$ cat src/hw/rtl/mdb_ram.sv
// Generic simple dual-port RAM: one write port, one read port, registered read.
// No dependencies.
`default_nettype none

module mdb_ram #(
    parameter int WIDTH = 8,
    parameter int DEPTH = 256
) (
    input  logic                     i_clk,
    input  logic                     i_we,
    input  logic [$clog2(DEPTH)-1:0] i_waddr,
    input  logic [WIDTH-1:0]         i_wdata,
    input  logic [$clog2(DEPTH)-1:0] i_raddr,
    output logic [WIDTH-1:0]         o_rdata
);

    logic [WIDTH-1:0] r_mem [DEPTH];
    logic [WIDTH-1:0] r_rdata;

    always_ff @(posedge i_clk) begin
        if (i_we) begin
            r_mem[i_waddr] <= i_wdata;
        end
        r_rdata <= r_mem[i_raddr];
    end

    assign o_rdata = r_rdata;

endmodule

`default_nettype wire

$ cat config.mk
export PLATFORM = sky130hd
export DESIGN_NAME = mdb_ram
export DESIGN_NICKNAME = d
export VERILOG_FILES = /design/src/hw/rtl/mdb_ram.sv
export SDC_FILE = /design/constraint.sdc
export NUM_CORES = 2
export LEC_CHECK = 0
export ABC_AREA = 1
export BUFFER_PORTS_ARGS = -buffer_cell sky130_fd_sc_hd__buf_2
export CAP_MARGIN = 25
export CORE_MARGIN = 8
export CORE_UTILIZATION = 35
export DETAILED_ROUTE_END_ITERATION = 8
export SLEW_MARGIN = 30
export SYNTH_ARGS = -nofsm -noshare
export SYNTH_HDL_FRONTEND = slang
export SYNTH_SLANG_ARGS = --single-unit
$ cat constraint.sdc
create_clock -name i_clk -period 1.5 [get_ports i_clk]
set_input_delay 0.075 -clock i_clk [delete_from_list [all_inputs] [get_ports i_clk]]
set_output_delay 0.075 -clock i_clk [all_outputs]
set_load 0.1 [all_outputs]
Word level (Yosys, flattened, before mapping)
Memory sizes are Yosys's and may differ from the RTL's. A register that Yosys moved wholly into a read port is not among the register bits.
Index checks and enable logic that the tools add are counted.
{ "word_totals": {"input_bits": 26, "memories": 1, "mem_bits_rw": 2048, "out_inout_bits": 8, "register_bits": 0, "rom_bits": 0, "latchBits": 0, "word_cells": 3} }
{ "classes": {"bitwise_logic": 0, "eq_ne": 0, "mul": 0, "n_reduce_logical": 0, "n_shift": 0, "n_lt_le_gt_ge": 0, "div": 0, "mux": 2, "n_addsub": 0} }
{ "memory_table": {"columns": ["name", "depth", "width", "rd", "rd_ports_with_merged_regs", "write_ports", "line_no", "source"], "rows": [
  ["r_mem", 256, 8, 1, 1, 1, "17", "logic [WIDTH-1:0] r_mem [DEPTH];"]
]} }
{ "ops": {"columns": ["operator", "count"], "rows": [
  ["1-bit 2-to-1 mux", 2]
]} }

Logic depth before layout (Yosys ltp)
{ "logic_depth": {"ltp_word": 2, "depth_mapped": 15, "depth_no_buf": 11} }

Worst setup path before layout
No wires, ideal clock.
{ "synth_path": {"path_kind": "input to register", "startpoint": "in i_we", "endpoint": "mem r_mem[162][0] (enable)", "setup_ps": 370, "required_time_ps": 1130, "cell_stages": 4, "path_buffers": 2, "arrival_time_ps": 1196, "path_slack_ps": -66, "cell_sequence": "clkbuf_1 -> nand3_1 -> clkbuf_1 -> nor2_1"} }
{ "synth_between": {"elab_chain_len": 2} }
{ "synth_rtl": {"columns": ["element", "line_no", "source"], "rows": [
  ["start, declared", "10", "input logic i_we,"],
  ["1-bit 2-to-1 mux", "21", "if (i_we) begin"],
  ["1-bit 2-to-1 mux (implied by the code)", "22", "r_mem[i_waddr] <= i_wdata;"],
  ["end, declared", "17", null]
]} }
No other way between the ends.

Worst setup path after layout
{ "layout_path": {"startpoint": "reg r_rdata[6] (netlist: o_rdata[6]) (read register of r_mem)", "endpoint": "out o_rdata[6]"} }
{ "layout_rtl": {"columns": ["element", "line_no", "source"], "rows": [
  ["start, declared", "18", "logic [WIDTH-1:0] r_rdata;"],
  ["end, declared", "14", "output logic [WIDTH-1:0] o_rdata"]
]} }
No word-level cell between the ends.

==> out/results.ini <==
[run_status]
outcome=complete, but fails checks
violations=negative setup slack

[worst_setup_path]
crit-reg2reg-launch=r_mem[201][6]
worst_path_max_delay_cell=sky130_fd_sc_hd__dfxtp_4
cell_type_group_with_the_largest_total_delay_on_the_critical_path=flip-flops
critical_path.startpoint_type=register
worstPathRequired_ns=1.42
critPathBufInv=1
timing.rr.end=o_rdata[6]
critPathKind=register to output port
path_max_fanout=1
worst-r2r-setup-slack_ns=-0.09
crit_path_end_kind=output port
r2r.worst_path.cells=10
critical_path.cell_chain=buf_12
worst_path_largest_cell_delay_ns=0.47
worstPathArrival_ns=1.54
critPathLaunch=o_rdata[6]

[timing]
final-setup-viol-count=7
worst_slew_pin_slew_ns=0.767
finClkSkew_ns=0.0513
max_freq_mhz=618
finalMaxSlewViolations=0
final_min_period_over_clock_period_pct=108
fin_ws_ns=-0.119
unrepaired_setup_endpoints_after_global_routing=true
final.setup.tns_ns=-0.473
fin_crit_ns=1.62
finalHoldViolCount=0
timing.max_slew.rel_slack_pct=48.8

[global_route]
globalRoute.totalOverflow=0
antenna_found_initial=10
grt_pass1_vias=55600
grt_pass1_wl_um=363000
grt_use_total_pct=18.6
grt_start_max_net_pins=71

[hold_path]
timing.hold.worst.class=input port to register
min_from=i_raddr[5]
hold-path-endpoint=o_rdata[0]
holdPathStages=8

[route]
avgViaCountPerCell=5.25
first_iter_violations=6182
drc=0
first_pass_iters=6
antenna_violating_nets_post_route=0
routed-via-count=56900
wirelength_um=247000
post_drt_wl_per_cell_um=22.8

[cts]
htree_levels=4
clock_transition_at_the_register_clock_pins_on_the_worst_setup_and_hold_paths_after_cts_ns=0.07
post_cts_buffers=0
cts_tree=done
cts_made_buffers=199
tritoncts_num_sinks=2056
clock_tree.root_cell=sky130_fd_sc_hd__clkbuf_16
clkLatencyLatePin_ns=0.86
max-clock-path-buffers=3

[yosys]
synth-seq-cells=2056
yosys.area.top_type=sky130_fd_sc_hd__edfxtp_1
synth_area_leaders=sky130_fd_sc_hd__edfxtp_1 (74%), sky130_fd_sc_hd__nand3_1 (12%), sky130_fd_sc_hd__nand2_1 (9.6%), sky130_fd_sc_hd__buf_2 (1.6%), sky130_fd_sc_hd__nor2_1 (1.3%)
synthDominantCellAreaShare_pct=73.7
syn-mean-instance-area_um2=11.9
synth_cell_types=14
syn-instance-count=7003
synthesis.yosys.warnings=0
seq_area_frac_synth_pct=73.9
netlist_area_um2=83400
synth_nets=7029

[power_and_ir_drop]
seqPwrFrac_pct=51.5
power_leakage_nw=36.7
max-vdd-ir-drop_v=0.00123
p_switching_mw=28.7
clkPwrFrac_pct=40.5
totalPowerFinal_mw=123
combinational_cell_fraction_of_total_power_pct=8.0
switching_share_pct=23.3
pwr_density_cell_nw_per_um2=1200
p_int_mw=94.5

[floorplan]
start_util_pct=35.1
num_rows=179
core_region_area_um2=237000
ios=34
die_width_um=504
chipHeight_um=504
die_area_um2=254000

[layout]
layout.cell_area.non_filler_um2=103000
commonest_non_fill_non_tap_cell_in_the_layout=sky130_fd_sc_hd__nand2_1
top_library_cells_by_usage_in_the_layout_fill_and_taps_aside=sky130_fd_sc_hd__nand2_1 (2092), sky130_fd_sc_hd__edfxtp_1 (2048), sky130_fd_sc_hd__nand3_1 (1532), sky130_fd_sc_hd__buf_4 (570), sky130_fd_sc_hd__nand3_2 (372)
layout-drive-gt1-share_pct=20.6
instances_no_fill=10800
final_util_pct=43.4
design.final.nets=7530
syn2layout_area_growth_pct=23.6
layout.filler_cells=21500

[placement]
placement.io_buffers=33
rd_place_congestion=0.888
place_inst=10500
post-dp-hpwl_um=154000
placed_area_um2=93000

[run]
maxCapViolations=0

stage by stage:
stage	hold WS, ns	worst slack [ns]
2_1_floorplan	0.174	-0.0665
3_3_place_gp	0.419	-1.07
3_5_place_dp	0.413	-1.03
6_report	0.0760	-0.119
4_1_cts	0.00487	-0.206
5_1_grt	0.0572	-0.157
cell families after synthesis:
kind of cell           synth area share (%)
buffers and inverters                  3.12
flip-flops                             73.9
AND/OR/NAND/NOR                        22.9
cell usage after synthesis:
cell type	number
sky130_fd_sc_hd__nor2_1	283
sky130_fd_sc_hd__inv_2	2
sky130_fd_sc_hd__edfxtp_1	2048
sky130_fd_sc_hd__buf_1	40
sky130_fd_sc_hd__nand2_1	2123
sky130_fd_sc_hd__buf_8	1
sky130_fd_sc_hd__nand3_1	2019
sky130_fd_sc_hd__dfxtp_1	8
sky130_fd_sc_hd__clkbuf_1	112
sky130_fd_sc_hd__buf_4	46
sky130_fd_sc_hd__inv_1	36
sky130_fd_sc_hd__buf_6	16
sky130_fd_sc_hd__buf_2	268
sky130_fd_sc_hd__inv_4	1
area by class of cell:
class                      count  area (um2)  area share [%]
timing repair buffer         783        8170            7.93
clock buffer                 252        5220            5.07
antenna                        6        15.0          0.0146
tap                         3167        3960            3.84
multi-input combinational   4425       22600            21.9
sequential                  2056       61700            59.9
inverter                      39         184           0.178
clock inverter               114        1250            1.22
flip-flops by register name (all words and copies together) (netlist names):
register / flops
o_rdata: 8
r_mem: 2048
timing repair:
item	in CTS	in global routing
gates resized for setup	383	286
pin swaps	104	176
hold buffers	11	0
endpoints found under the hold margin	2058	0
setup endpoints to repair	16	16
layer usage:
metal / wire, um / global-route usage (%)
met4: 11500 / 8.37
met5: 31 / 0
met2: 117000 / 30.1
met1: 99700 / 24.7
met3: 18700 / 3.14
worst reg2reg max path, stage by stage (launching register included):
cell and delay (ns):
sky130_fd_sc_hd__edfxtp_1 0.37, sky130_fd_sc_hd__nand2_1 0.09, sky130_fd_sc_hd__nand3_1 0.11, sky130_fd_sc_hd__nand3_1 0.16, sky130_fd_sc_hd__nand3_1 0.10, sky130_fd_sc_hd__nand3_2 0.12
sky130_fd_sc_hd__nand3_4 0.12, sky130_fd_sc_hd__nand3_1 0.13, sky130_fd_sc_hd__nand2_2 0.09, sky130_fd_sc_hd__nand2_4 0.13, sky130_fd_sc_hd__nand2_1 0.08
power by group through the flow:
stage                     sequential [mW]  clock (mW)  combinational [mW]
final                                63.4        50.0                9.82
after global routing                 63.4        52.8                10.4
after CTS                            63.4        50.7                9.34
after detailed placement             64.7           0                8.69
after global placement               64.7           0                8.62
after floorplan                      64.8           0                3.91
worst max-delay path by stage:
stage | endpoint | slack (ns) | depth (start not counted)
global route | o_rdata[0] | -0.16 | 1
global placement | o_rdata[1] | -1.07 | 14
detailed placement | o_rdata[1] | -1.03 | 14
finish | o_rdata[6] | -0.12 | 1
CTS | o_rdata[6] | -0.21 | 1
floorplan | r_mem[162][0] | -0.07 | 4
(Power assumes the default switching activity.)
